File: config.mk
export PLATFORM = sky130hd
export DESIGN_NAME = depth_pixel_pick_nearest_valid
export DESIGN_NICKNAME = d
export VERILOG_FILES = /design/src/dpnv_pkg.sv /design/src/dpnv_cfg.sv /design/src/dpnv_ctrl.sv /design/src/dpnv_dp.sv /design/src/depth_pixel_pick_nearest_valid.sv
export SDC_FILE = /design/constraint.sdc
export NUM_CORES = 2
export LEC_CHECK = 0
export BUFFER_PORTS_ARGS = -buffer_cell sky130_fd_sc_hd__buf_2
export CORE_UTILIZATION = 31
export CTS_CLUSTER_SIZE = 16
export DETAILED_ROUTE_END_ITERATION = 8
export GPL_ROUTABILITY_DRIVEN = 0
export PLACE_DENSITY = 0.5
export SETUP_SLACK_MARGIN = 0.2
export SLEW_MARGIN = 20
export SYNTH_ARGS = -nofsm -noshare
export SYNTH_HDL_FRONTEND = slang
export SYNTH_HIERARCHICAL = 1
export SYNTH_SLANG_ARGS = --single-unit
File: constraint.sdc
create_clock -name clk -period 17.5 [get_ports clk]
set_input_delay 1.75 -clock clk [delete_from_list [all_inputs] [get_ports clk]]
set_output_delay 1.75 -clock clk [all_outputs]
set_load 0.005 [all_outputs]
File: src/dpnv_pkg.sv
// Shared types and constants for the nearest-valid depth picker.
// No dependencies; every other source file but the assertion header imports this package.
package dpnv_pkg;

  // Sizing
  localparam int COORD_BITS  = 12;
  localparam int RADIUS_BITS = 8;
  localparam int SIZE_W      = COORD_BITS + 1;
  localparam int CFG_COORD_W = 12;
  localparam int CFG_SIZE_W  = 13;
  localparam int CFG_RAD_W   = 8;
  localparam int CFG_ADDR_W  = 3;
  localparam int CFG_DATA_W  = 16;
  localparam int SAMPLE_W    = 16;
  localparam int SCALE_W     = 16;
  localparam int MICRO_W     = 32;
  localparam int WIDE_W      = (SIZE_W > CFG_SIZE_W) ? SIZE_W : CFG_SIZE_W;
  localparam int DIST_W      = (COORD_BITS > RADIUS_BITS) ? COORD_BITS : RADIUS_BITS;
  localparam int D2_W        = 2 * RADIUS_BITS + 1;
  localparam int ROOT_W      = RADIUS_BITS + 2;
  localparam int SQ_W        = 2 * ROOT_W;
  localparam int RING_W      = RADIUS_BITS + 1;
  localparam int BIT_W       = $clog2(ROOT_W);

  // Configuration register indexes
  typedef enum logic [CFG_ADDR_W-1:0] {
    CFG_TARGET_COL   = 3'd0,
    CFG_TARGET_ROW   = 3'd1,
    CFG_USE_CENTRE   = 3'd2,
    CFG_SEARCH_ON    = 3'd3,
    CFG_RADIUS_LIMIT = 3'd4,
    CFG_FRAME_COLS   = 3'd5,
    CFG_FRAME_ROWS   = 3'd6,
    CFG_SCALE_MICRO  = 3'd7
  } cfg_idx_t;

  // Result status codes
  typedef enum logic [1:0] {
    ST_TARGET  = 2'd0,
    ST_SEARCH  = 2'd1,
    ST_INVALID = 2'd2,
    ST_RANGE   = 2'd3
  } status_t;

  typedef struct packed {
    logic [SAMPLE_W-1:0] depth_sample;
    logic                frame_end;
  } in_word_t;

  typedef struct packed {
    status_t                status;
    logic [SAMPLE_W-1:0]    raw_depth;
    logic [MICRO_W-1:0]     depth_micro;
    logic [CFG_COORD_W-1:0] pick_col;
    logic [CFG_COORD_W-1:0] pick_row;
  } out_word_t;

  // Decoded view of the configuration
  typedef struct packed {
    logic [SIZE_W-1:0]      cols;
    logic [SIZE_W-1:0]      rows;
    logic [COORD_BITS-1:0]  tc;
    logic [COORD_BITS-1:0]  tr;
    logic                   in_range;
    logic                   search_en;
    logic [RADIUS_BITS-1:0] radius;
    logic [SCALE_W-1:0]     scale;
  } cfg_view_t;

  // Controller to datapath
  typedef struct packed {
    logic             load;
    logic             eval;
    logic             square;
    logic             root_step;
    logic             fix;
    logic             update;
    logic             result;
    logic [BIT_W-1:0] bit_idx;
  } cmd_t;

  // Datapath to controller
  typedef struct packed {
    logic cand;
    logic last;
    logic out_free;
  } sts_t;

  function automatic logic depth_ok(input logic [SAMPLE_W-1:0] v);
    return (v != '0) && (v != '1);
  endfunction

endpackage

File: src/dpnv_cfg.sv
// Configuration registers and decoded frame geometry and target point.
// Depends on dpnv_pkg.
module dpnv_cfg import dpnv_pkg::*; (
  input  logic                  clk,
  input  logic                  rst_n,
  input  logic                  cfg_we,
  input  logic [CFG_ADDR_W-1:0] cfg_addr,
  input  logic [CFG_DATA_W-1:0] cfg_wdata,
  output cfg_view_t             view
);

  logic [CFG_COORD_W-1:0] target_col_r, target_row_r;
  logic                   use_centre_r, search_on_r;
  logic [CFG_RAD_W-1:0]   radius_r;
  logic [CFG_SIZE_W-1:0]  frame_cols_r, frame_rows_r;
  logic [SCALE_W-1:0]     scale_r;

  logic [WIDE_W-1:0] cols_w, rows_w;
  logic [SIZE_W-1:0] cols, rows;
  logic [COORD_BITS-1:0] tc, tr;

  localparam logic [WIDE_W-1:0] FRAME_MAX = WIDE_W'(1) << COORD_BITS;

  // Write registers
  always_ff @(posedge clk) begin
    if (!rst_n) begin
      target_col_r <= CFG_COORD_W'(350);
      target_row_r <= CFG_COORD_W'(175);
      use_centre_r <= 1'b0;
      search_on_r  <= 1'b1;
      radius_r     <= CFG_RAD_W'(50);
      frame_cols_r <= CFG_SIZE_W'(640);
      frame_rows_r <= CFG_SIZE_W'(480);
      scale_r      <= SCALE_W'(250);
    end else if (cfg_we) begin
      unique case (cfg_idx_t'(cfg_addr))
        CFG_TARGET_COL:   target_col_r <= CFG_COORD_W'(cfg_wdata);
        CFG_TARGET_ROW:   target_row_r <= CFG_COORD_W'(cfg_wdata);
        CFG_USE_CENTRE:   use_centre_r <= cfg_wdata[0];
        CFG_SEARCH_ON:    search_on_r  <= cfg_wdata[0];
        CFG_RADIUS_LIMIT: radius_r     <= CFG_RAD_W'(cfg_wdata);
        CFG_FRAME_COLS:   frame_cols_r <= CFG_SIZE_W'(cfg_wdata);
        CFG_FRAME_ROWS:   frame_rows_r <= CFG_SIZE_W'(cfg_wdata);
        CFG_SCALE_MICRO:  scale_r      <= SCALE_W'(cfg_wdata);
        default: ;
      endcase
    end
  end

  // Clamp frame size: zero acts as one, oversize acts as the coordinate span
  always_comb begin
    cols_w = WIDE_W'(frame_cols_r);
    rows_w = WIDE_W'(frame_rows_r);
    if (cols_w == '0) cols_w = WIDE_W'(1);
    else if (cols_w > FRAME_MAX) cols_w = FRAME_MAX;
    if (rows_w == '0) rows_w = WIDE_W'(1);
    else if (rows_w > FRAME_MAX) rows_w = FRAME_MAX;
    cols = SIZE_W'(cols_w);
    rows = SIZE_W'(rows_w);
  end

  // Pick target point
  always_comb begin
    if (use_centre_r) begin
      tc = COORD_BITS'(cols >> 1);
      tr = COORD_BITS'(rows >> 1);
    end else begin
      tc = COORD_BITS'(target_col_r);
      tr = COORD_BITS'(target_row_r);
    end
  end

  assign view.cols      = cols;
  assign view.rows      = rows;
  assign view.tc        = tc;
  assign view.tr        = tr;
  assign view.in_range  = (SIZE_W'(tc) < cols) && (SIZE_W'(tr) < rows);
  assign view.radius    = RADIUS_BITS'(radius_r);
  assign view.search_en = search_on_r && (RADIUS_BITS'(radius_r) != '0);
  assign view.scale     = scale_r;

endmodule

File: src/dpnv_ctrl.sv
// Sequencer for one pixel word: evaluate, ring search for candidates, then the result on frame end.
// Depends on dpnv_pkg.
module dpnv_ctrl import dpnv_pkg::*; (
  input  logic clk,
  input  logic rst_n,
  input  logic in_valid,
  output logic in_ready,
  input  sts_t sts,
  output cmd_t cmd
);

  typedef enum logic [2:0] {
    S_IDLE,
    S_EVAL,
    S_SQUARE,
    S_ROOT,
    S_FIX,
    S_UPDATE,
    S_RESULT
  } state_t;

  state_t           state_r, state_nxt;
  logic [BIT_W-1:0] bit_r, bit_nxt;

  // Next state
  always_comb begin
    state_nxt = state_r;
    bit_nxt   = bit_r;
    unique case (state_r)
      S_IDLE:   if (in_valid) state_nxt = S_EVAL;
      S_EVAL: begin
        if (sts.cand) state_nxt = S_SQUARE;
        else if (sts.last) state_nxt = S_RESULT;
        else state_nxt = S_IDLE;
      end
      S_SQUARE: begin
        state_nxt = S_ROOT;
        bit_nxt   = BIT_W'(ROOT_W - 1);
      end
      S_ROOT: begin
        if (bit_r == '0) state_nxt = S_FIX;
        else bit_nxt = bit_r - BIT_W'(1);
      end
      S_FIX:    state_nxt = S_UPDATE;
      S_UPDATE: state_nxt = sts.last ? S_RESULT : S_IDLE;
      S_RESULT: if (sts.out_free) state_nxt = S_IDLE;
      default:  state_nxt = S_IDLE;
    endcase
  end

  // Hold state and bit counter
  always_ff @(posedge clk) begin
    if (!rst_n) begin
      state_r <= S_IDLE;
      bit_r   <= '0;
    end else begin
      state_r <= state_nxt;
      bit_r   <= bit_nxt;
    end
  end

  // Issue commands
  assign in_ready      = (state_r == S_IDLE);
  assign cmd.load      = (state_r == S_IDLE) && in_valid;
  assign cmd.eval      = (state_r == S_EVAL);
  assign cmd.square    = (state_r == S_SQUARE);
  assign cmd.root_step = (state_r == S_ROOT);
  assign cmd.fix       = (state_r == S_FIX);
  assign cmd.update    = (state_r == S_UPDATE);
  assign cmd.result    = (state_r == S_RESULT) && sts.out_free;
  assign cmd.bit_idx   = bit_r;

endmodule

File: src/dpnv_dp.sv
// Datapath: raster counters, target capture, ring root unit, best tracker,
// result build and output register. Depends on dpnv_pkg.
module dpnv_dp import dpnv_pkg::*; (
  input  logic      clk,
  input  logic      rst_n,
  input  cmd_t      cmd,
  input  cfg_view_t cfg,
  input  in_word_t  in_data,
  output sts_t      sts,
  output logic      out_valid,
  input  logic      out_ready,
  output out_word_t out_data
);

  // Current word
  logic [SAMPLE_W-1:0]    samp_r;
  logic                   last_r;
  // Frame state
  logic [COORD_BITS-1:0]  col_cnt_r, row_cnt_r;
  logic                   past_end_r;
  logic [SAMPLE_W-1:0]    target_val_r;
  logic [SAMPLE_W-1:0]    best_val_r;
  logic [COORD_BITS-1:0]  best_col_r, best_row_r;
  logic [RING_W-1:0]      best_ring_r;
  logic                   best_found_r;
  // Ring search
  logic [COORD_BITS-1:0]  cur_col_r, cur_row_r;
  logic [RADIUS_BITS-1:0] ax_r, ay_r;
  logic [D2_W-1:0]        d2_r;
  logic [ROOT_W-1:0]      root_r;
  logic [ROOT_W-1:0]      ring_r;
  // Output register
  logic                   out_valid_r;
  out_word_t              out_r;

  logic                   active, is_tgt, inbox;
  logic [COORD_BITS-1:0]  ax, ay;
  logic                   col_wrap, row_wrap;
  logic [ROOT_W-1:0]      trial;
  logic [SQ_W-1:0]        trial_sq, root_sq;
  logic                   wins;
  status_t                res_st;
  logic [SAMPLE_W-1:0]    res_raw;
  logic [COORD_BITS-1:0]  res_col, res_row;
  logic [MICRO_W-1:0]     res_micro;

  // Locate the current pixel against the target
  always_comb begin
    active = !past_end_r && (SIZE_W'(col_cnt_r) < cfg.cols) &&
             (SIZE_W'(row_cnt_r) < cfg.rows);
    ax = (col_cnt_r >= cfg.tc) ? col_cnt_r - cfg.tc : cfg.tc - col_cnt_r;
    ay = (row_cnt_r >= cfg.tr) ? row_cnt_r - cfg.tr : cfg.tr - row_cnt_r;
    is_tgt = (ax == '0) && (ay == '0);
    inbox  = (DIST_W'(ax) <= DIST_W'(cfg.radius)) &&
             (DIST_W'(ay) <= DIST_W'(cfg.radius)) && depth_ok(samp_r);
    col_wrap = (SIZE_W'(col_cnt_r) + SIZE_W'(1)) >= cfg.cols;
    row_wrap = (SIZE_W'(row_cnt_r) + SIZE_W'(1)) >= cfg.rows;
  end

  // Root unit: one bit per step, then round up
  always_comb begin
    trial    = root_r | (ROOT_W'(1) << cmd.bit_idx);
    trial_sq = SQ_W'(trial) * SQ_W'(trial);
    root_sq  = SQ_W'(root_r) * SQ_W'(root_r);
    wins     = (ring_r <= ROOT_W'(cfg.radius)) &&
               (!best_found_r || (ring_r < ROOT_W'(best_ring_r)));
  end

  // Build the frame result
  always_comb begin
    res_raw = '0;
    res_col = cfg.tc;
    res_row = cfg.tr;
    if (!cfg.in_range) begin
      res_st = ST_RANGE;
    end else if (depth_ok(target_val_r)) begin
      res_st  = ST_TARGET;
      res_raw = target_val_r;
    end else if (cfg.search_en && best_found_r) begin
      res_st  = ST_SEARCH;
      res_raw = best_val_r;
      res_col = best_col_r;
      res_row = best_row_r;
    end else begin
      res_st  = ST_INVALID;
      res_raw = target_val_r;
    end
    // Product of two 16-bit values never exceeds 32 bits
    if (res_st == ST_TARGET || res_st == ST_SEARCH)
      res_micro = MICRO_W'(res_raw) * MICRO_W'(cfg.scale);
    else
      res_micro = '0;
  end

  // Control state: counters, flags, output valid
  always_ff @(posedge clk) begin
    if (!rst_n) begin
      col_cnt_r    <= '0;
      row_cnt_r    <= '0;
      past_end_r   <= 1'b0;
      target_val_r <= '0;
      best_found_r <= 1'b0;
      best_ring_r  <= '0;
      out_valid_r  <= 1'b0;
    end else begin
      if (cmd.eval && active) begin
        if (is_tgt) target_val_r <= samp_r;
        if (col_wrap) begin
          col_cnt_r <= '0;
          if (row_wrap) past_end_r <= 1'b1;
          else row_cnt_r <= row_cnt_r + COORD_BITS'(1);
        end else begin
          col_cnt_r <= col_cnt_r + COORD_BITS'(1);
        end
      end
      if (cmd.update && wins) begin
        best_found_r <= 1'b1;
        best_ring_r  <= RING_W'(ring_r);
      end
      if (cmd.result) begin
        // Clear frame state for the next frame
        col_cnt_r    <= '0;
        row_cnt_r    <= '0;
        past_end_r   <= 1'b0;
        target_val_r <= '0;
        best_found_r <= 1'b0;
        best_ring_r  <= '0;
        out_valid_r  <= 1'b1;
      end else if (out_ready) begin
        out_valid_r <= 1'b0;
      end
    end
  end

  // Payload registers
  always_ff @(posedge clk) begin
    if (cmd.load) begin
      samp_r <= in_data.depth_sample;
      last_r <= in_data.frame_end;
    end
    if (cmd.eval) begin
      cur_col_r <= col_cnt_r;
      cur_row_r <= row_cnt_r;
      ax_r      <= RADIUS_BITS'(ax);
      ay_r      <= RADIUS_BITS'(ay);
    end
    if (cmd.square) begin
      d2_r   <= D2_W'(ax_r) * D2_W'(ax_r) + D2_W'(ay_r) * D2_W'(ay_r);
      root_r <= '0;
    end
    if (cmd.root_step && (trial_sq <= SQ_W'(d2_r))) root_r <= trial;
    if (cmd.fix) ring_r <= (root_sq < SQ_W'(d2_r)) ? root_r + ROOT_W'(1) : root_r;
    if (cmd.update && wins) begin
      best_val_r <= samp_r;
      best_col_r <= cur_col_r;
      best_row_r <= cur_row_r;
    end
    if (cmd.result) begin
      out_r.status      <= res_st;
      out_r.raw_depth   <= res_raw;
      out_r.depth_micro <= res_micro;
      out_r.pick_col    <= CFG_COORD_W'(res_col);
      out_r.pick_row    <= CFG_COORD_W'(res_row);
    end
  end

  assign sts.cand     = active && !is_tgt && inbox;
  assign sts.last     = last_r;
  assign sts.out_free = !out_valid_r || out_ready;
  assign out_valid    = out_valid_r;
  assign out_data     = out_r;

endmodule

File: src/depth_pixel_pick_nearest_valid.sv
// Top level of the nearest-valid depth picker.
// Depends on dpnv_pkg, dpnv_cfg, dpnv_ctrl and dpnv_dp.
//
//   port group  direction  handshake            word
//   in_         input      in_valid/in_ready    in_word_t (pixel, frame end)
//   out_        output     out_valid/out_ready  out_word_t (one per frame)
//   cfg_        input      cfg_we               index cfg_addr, data cfg_wdata
//
// A pixel passes through evaluation; a valid pixel within the search box around the
// target then also goes through square, 10 root steps of the ring unit, round and compare.
// The frame-end word then builds and registers the result.
// The result register holds while out_ready is low; the next frame streams
// meanwhile and only its own result waits for the register to free up.
// Synchronous reset restores register defaults and clears the raster counters, target value and best flag.
module depth_pixel_pick_nearest_valid import dpnv_pkg::*; (
  input  logic                  clk,
  input  logic                  rst_n,
  input  logic                  in_valid,
  output logic                  in_ready,
  input  in_word_t              in_data,
  output logic                  out_valid,
  input  logic                  out_ready,
  output out_word_t             out_data,
  input  logic                  cfg_we,
  input  logic [CFG_ADDR_W-1:0] cfg_addr,
  input  logic [CFG_DATA_W-1:0] cfg_wdata
);

  cfg_view_t view;
  cmd_t      cmd;
  sts_t      sts;

  dpnv_cfg u_cfg (
    .clk       (clk),
    .rst_n     (rst_n),
    .cfg_we    (cfg_we),
    .cfg_addr  (cfg_addr),
    .cfg_wdata (cfg_wdata),
    .view      (view)
  );

  dpnv_ctrl u_ctrl (
    .clk      (clk),
    .rst_n    (rst_n),
    .in_valid (in_valid),
    .in_ready (in_ready),
    .sts      (sts),
    .cmd      (cmd)
  );

  dpnv_dp u_dp (
    .clk       (clk),
    .rst_n     (rst_n),
    .cmd       (cmd),
    .cfg       (view),
    .in_data   (in_data),
    .sts       (sts),
    .out_valid (out_valid),
    .out_ready (out_ready),
    .out_data  (out_data)
  );

endmodule

### Word-level counts from Yosys, hierarchy flattened

Index checks and enable logic that the tools add are counted.
W data, S select, Z words.

* register bits after elaboration: 343
* bits of input ports: 41
* logic and storage cells: 177

* add/sub/neg operators: 11
* multipliers: 5
* order comparisons: 16
* equality and inequality tests: 20
* shifts and indexed selects: 1
* multiplexer cells: 34
* bitwise logic cells: 3
* reduce and logical (&&, ||, !) cells: 53

Operator list (count)
* $mux W12: 11
* $lt A12 B13 Y1: 4
* $mux W13: 4
* $mux W16: 3
* $sub A12 B12 Y12: 4
* $mul A10 B10 Y20: 2
* $mul A16 B16 Y32: 1
* $mul A8 B8 Y16: 2
* $ne A16 B16 Y1 const B: 2
* $reduce_bool A16 Y1: 2
* $mux W10: 3
* $add A12 B1 Y13 const B: 2
* $ge A13 B13 Y1: 2
* $gt A13 B13 Y1 const B: 2
* $logic_not A13 Y1: 2
* $add A12 B1 Y12 const B: 2
* $ge A12 B12 Y1: 2
* $le A12 B8 Y1: 2
* $logic_not A12 Y1: 2
* $eq A3 B3 Y1 const B: 7
* $pmux W3 S7: 1
* $le A20 B17 Y1: 1
* $lt A20 B17 Y1: 1
* $reduce_and A2 Y1: 10
* other kinds (28): 69

### Depth between registers and ports, before layout

* depth after elaboration: 13
* depth in mapped cells: 38
* mapped depth without buffers: 36

### Cells and area by module

The synthesis kept the hierarchy.

Modules (own cells, without submodules)
* dpnv_dp: instances 1, cells each 3288, area each 31685.4 µm²
* dpnv_cfg: instances 1, cells each 489, area each 3857.4 µm²
* dpnv_ctrl: instances 1, cells each 58, area each 483.0 µm²

### Least setup slack after synthesis

OpenSTA, ideal clock, no wires.

* path type: register to register
* start: register u_cfg.use_centre_r
* end: register u_dp.out_r, in the netlist u_dp/out_data[54], data pin
* arrival: 8.659 ns
* required time: 17.243 ns
* setup slack: 8.585 ns
* stages on the path, launching flop included: 36
* clock period less this slack: 8.915 ns
* path through: dfxtp_1 -> clkbuf_1 -> buf_1 -> mux2_2 -> ha_1 -> a21oi_1 -> nand2_1 -> a221oi_2 -> a2111oi_1 -> nor4_2 -> buf_2 -> clkbuf_1 -> a21boi_1 -> clkbuf_1 -> nand2_1 -> fa_1 -> inv_1 -> fa_1 -> inv_1 -> fa_1 -> inv_1 -> fa_1 -> fa_1 -> inv_1 -> fa_1 -> inv_1 -> ha_1 -> a211oi_1 -> nor2b_1 -> nand2_1 -> o211ai_1 -> o31ai_1 -> a21o_1 -> a2111oi_0 -> or4_1 -> nand2_1

RTL lines
* from (decl): line dpnv_cfg.sv:13 `logic use_centre_r, search_on_r;`
* from (signal assigned): line dpnv_cfg.sv:39 `CFG_USE_CENTRE: use_centre_r <= cfg_wdata[0];`
* to (decl): line dpnv_dp.sv:34 `out_word_t out_r;`

==> flow_summary.ini <==
[cts]
cts.path.max_buffers = 3
clkSlewWorstSetupHoldPaths_ns = 0.07
root_buffer = clkbuf_16
cts_tree = built
cts_setup_buffers = 0
postCtsResizedCells = 0
cts-buffers-inserted = 43
ctsHoldBuffers = 0
clock-sinks = 343
h-tree-depth = 2
insertion_delay_ns = 0.62

[placed_design]
dp_hpwl_mm = 75.89
dp.cells = 5375
place_ws_ns = 7.701
io_buffers = 116

[final_layout]
nets = 4758
drive_gt1_share_pct = 8.114
area_growth_pct = 10.52
final_cells = 5458

[yosys]
synth_warnings = 6
yosysSeqAreaShare_pct = 24.84
synth_top_area_share_pct = 20.45
synth_fp_nets = 4684
synth_edf_count = 208
synth-main-ff-cell = edfxtp_1
postSynthAreaPerCell_sq_um = 9.394
netlist-cell-type-count = 81
netlist_area_sq_mm = 0.03603
async_flop_share_pct = 0
synth_seq_cells = 343
synth_area_leaders = fa_1 (20%), edfxtp_1 (17%), ha_1 (15%)
syn_inst = 3835
yosysTopAreaCell = fa_1

[sta]
worst_slew_pin_slew_ns = 1.042
fin_worst_skew_ns = 0.03005
final_hold_viol_count = 0
setup_tns_ns = 0
finalSetupViolCount = 0
period_needed_ns = 9.625
setup_slack_ns = 7.875
period_share_pct = 55.00
max_freq_mhz = 103.9
rsz0062_at_grt = no
slew_headroom_pct = 30.18
hold_slack_ns = 0.4027
drv_slew = 0

[power]
ir_drop_mv = 0.2162
power_mw = 4.258
p_leak_nw = 18.04
p_per_area_mw_per_mm2 = 106.9

[global_routing]
grtUsageTotal_pct = 16.73
grtUsageMet3_pct = 2.344
grt_pass1_vias = 26840
grt_max_degree = 79
antenna_found_initial = 11
grt_pass1_wl_mm = 153.8
busiest_layer = met2
grtUsageMet1_pct = 23.84
overflow = 0
met2_usage_pct = 26.43

[critical_path]
critPathMaxFanout = 18
crit_slowest_cell = a2111oi_1
cpMostUsedCell = fa_1
crit_required_ns = 17.86
reg2reg_depth = 32
crit_arrival_ns = 9.98
slowest_delay_ns = 0.81
start_kind = register
criticalPathCategory = register to register
endpoint_kind = register

[detailed_routing]
wl_per_cell_um = 17.84
drtIter0Drc = 1539
ant_nets = 0
vias = 26330
firstDrtPassIters = 5
vias_per_cell = 4.825
finalWirelength_mm = 97.35
drc = 0

[floorplanning]
die_h_um = 342.9
die_w_um = 342.9
start_util_pct = 31.38
io_pins = 117
die_area_sq_mm = 0.1176
fp.coreArea_sq_mm = 0.1148
row_count = 124

[job]
cap_violations = 0

[outcome]
status = finished clean

[hold_path]
whs_path_depth = 0
hold_class = register to register
==> layout make-up <==
type / instances / area, sq um
clock inverters: 20 / 251.5
well taps: 1512 / 1892
inverters: 648 / 2432
fillers: 11810 / 74990
clock buffers: 60 / 1272
repair buffers: 151 / 843.3
flip-flops and latches: 343 / 8949
multi-input cells: 2722 / 24170
diodes: 2 / 5.005
==> cells in the final DEF (no fill, tap or decap), types with 15 or more instances in the layout <==
cell type and count:
inv_1 645, nand2_1 452, ha_1 440, fa_1 368, edfxtp_1 208, and2_1 185
a21oi_1 154, nor2_1 152, dfxtp_1 135, buf_2 116, o21ai_0 97, xnor2_1 94
nand3_1 86, a21o_1 60, mux2_2 50, a21boi_0 50, clkbuf_16 45, nor2b_1 45
nand2b_1 40, xor2_1 40, nor3_1 36, buf_4 35, nand4_1 33, o21a_1 30
nor4_1 26, a211oi_1 25, mux2i_1 21, and3_1 18, a21boi_1 16, or3_1 15
==> per-stage QoR <==
stage          cell area [sq um]  utilization [%]
3_5_place_dp               38270            33.34
6_report                   39820            34.68
3_3_place_gp               38270            33.34
5_1_grt                    39820            34.68
4_1_cts                    39800            34.66
2_1_floorplan              36030                -
==> per-layer routing <==
layer	up-vias	wire [um]
met5	-	8
met4	2	2331
met3	109	4579
met2	551	42880
met1	12880	47550
li1	12790	-
==> kinds of logic after synthesis <==
logic type               synth area share [%]
adder cells (fa/ha/maj)                 35.73
flip-flops                              24.84
AND/OR/NAND/NOR                         15.60
multiplexers                            2.219
XOR/XNOR                                3.258
AO/OA/AOI/OAI                           10.17
buffers and inverters                   8.186
==> registers in the layout (all words and copies together) (netlist names), 13 cells and up <==
signal	count
u_dp/target_val_r	16
u_cfg/scale_r	16
u_dp/samp_r	16
u_dp/out_data	74
u_cfg/frame_rows_r	13
u_cfg/frame_cols_r	13
u_dp/best_val_r	16
u_dp/d2_r	17
==> cells in the mapped netlist (21+ instances only) <==
library cell / n
and2_1: 185
a21o_1: 60
fa_1: 368
nand4_1: 33
dfxtp_1: 135
edfxtp_1: 208
nor2b_1: 47
mux2i_1: 21
inv_1: 645
a21oi_1: 154
nor4_1: 26
nand2b_1: 40
xor2_1: 40
a211oi_1: 25
nand2_1: 454
mux2_2: 50
o21ai_0: 97
ha_1: 440
clkbuf_1: 97
xnor2_1: 94
o21a_1: 30
nor3_1: 36
nor2_1: 154
nand3_1: 86
a21boi_0: 50
==> worst max-delay path, delay by kind of cell, from the launching register on <==
family	cells	cell delay, ns
DFF	1	0.66
and+or+nand+nor	8	1.38
muxes	1	0.32
adders and majority gates	8	3.68
buffers and inverters	7	0.74
AOI/OAI and AO/OA	8	2.58
==> where the power goes <==
group / switching, mW / leakage (nW) / total, mW / internal [mW]
Combinational: 1.27 / 14.4 / 2.30 / 1.03
Clock: 0.393 / 0.746 / 0.954 / 0.561
Sequential: 0.0358 / 2.92 / 1.00 / 0.969
Total: 1.70 / 18.0 / 4.26 / 2.55
==> worst paths after layout <==
path                               start            endpoint  slack, ns
setup / recovery  u_cfg/frame_rows_r[12]   u_dp/out_data[54]       7.87
hold / removal         u_dp/cur_row_r[6]  u_dp/best_row_r[6]       0.40
hold reg to reg        u_dp/cur_row_r[6]  u_dp/best_row_r[6]       0.40
setup reg to reg  u_cfg/frame_rows_r[12]   u_dp/out_data[54]       7.87
No activity file was read; power rests on OpenSTA's default activity.
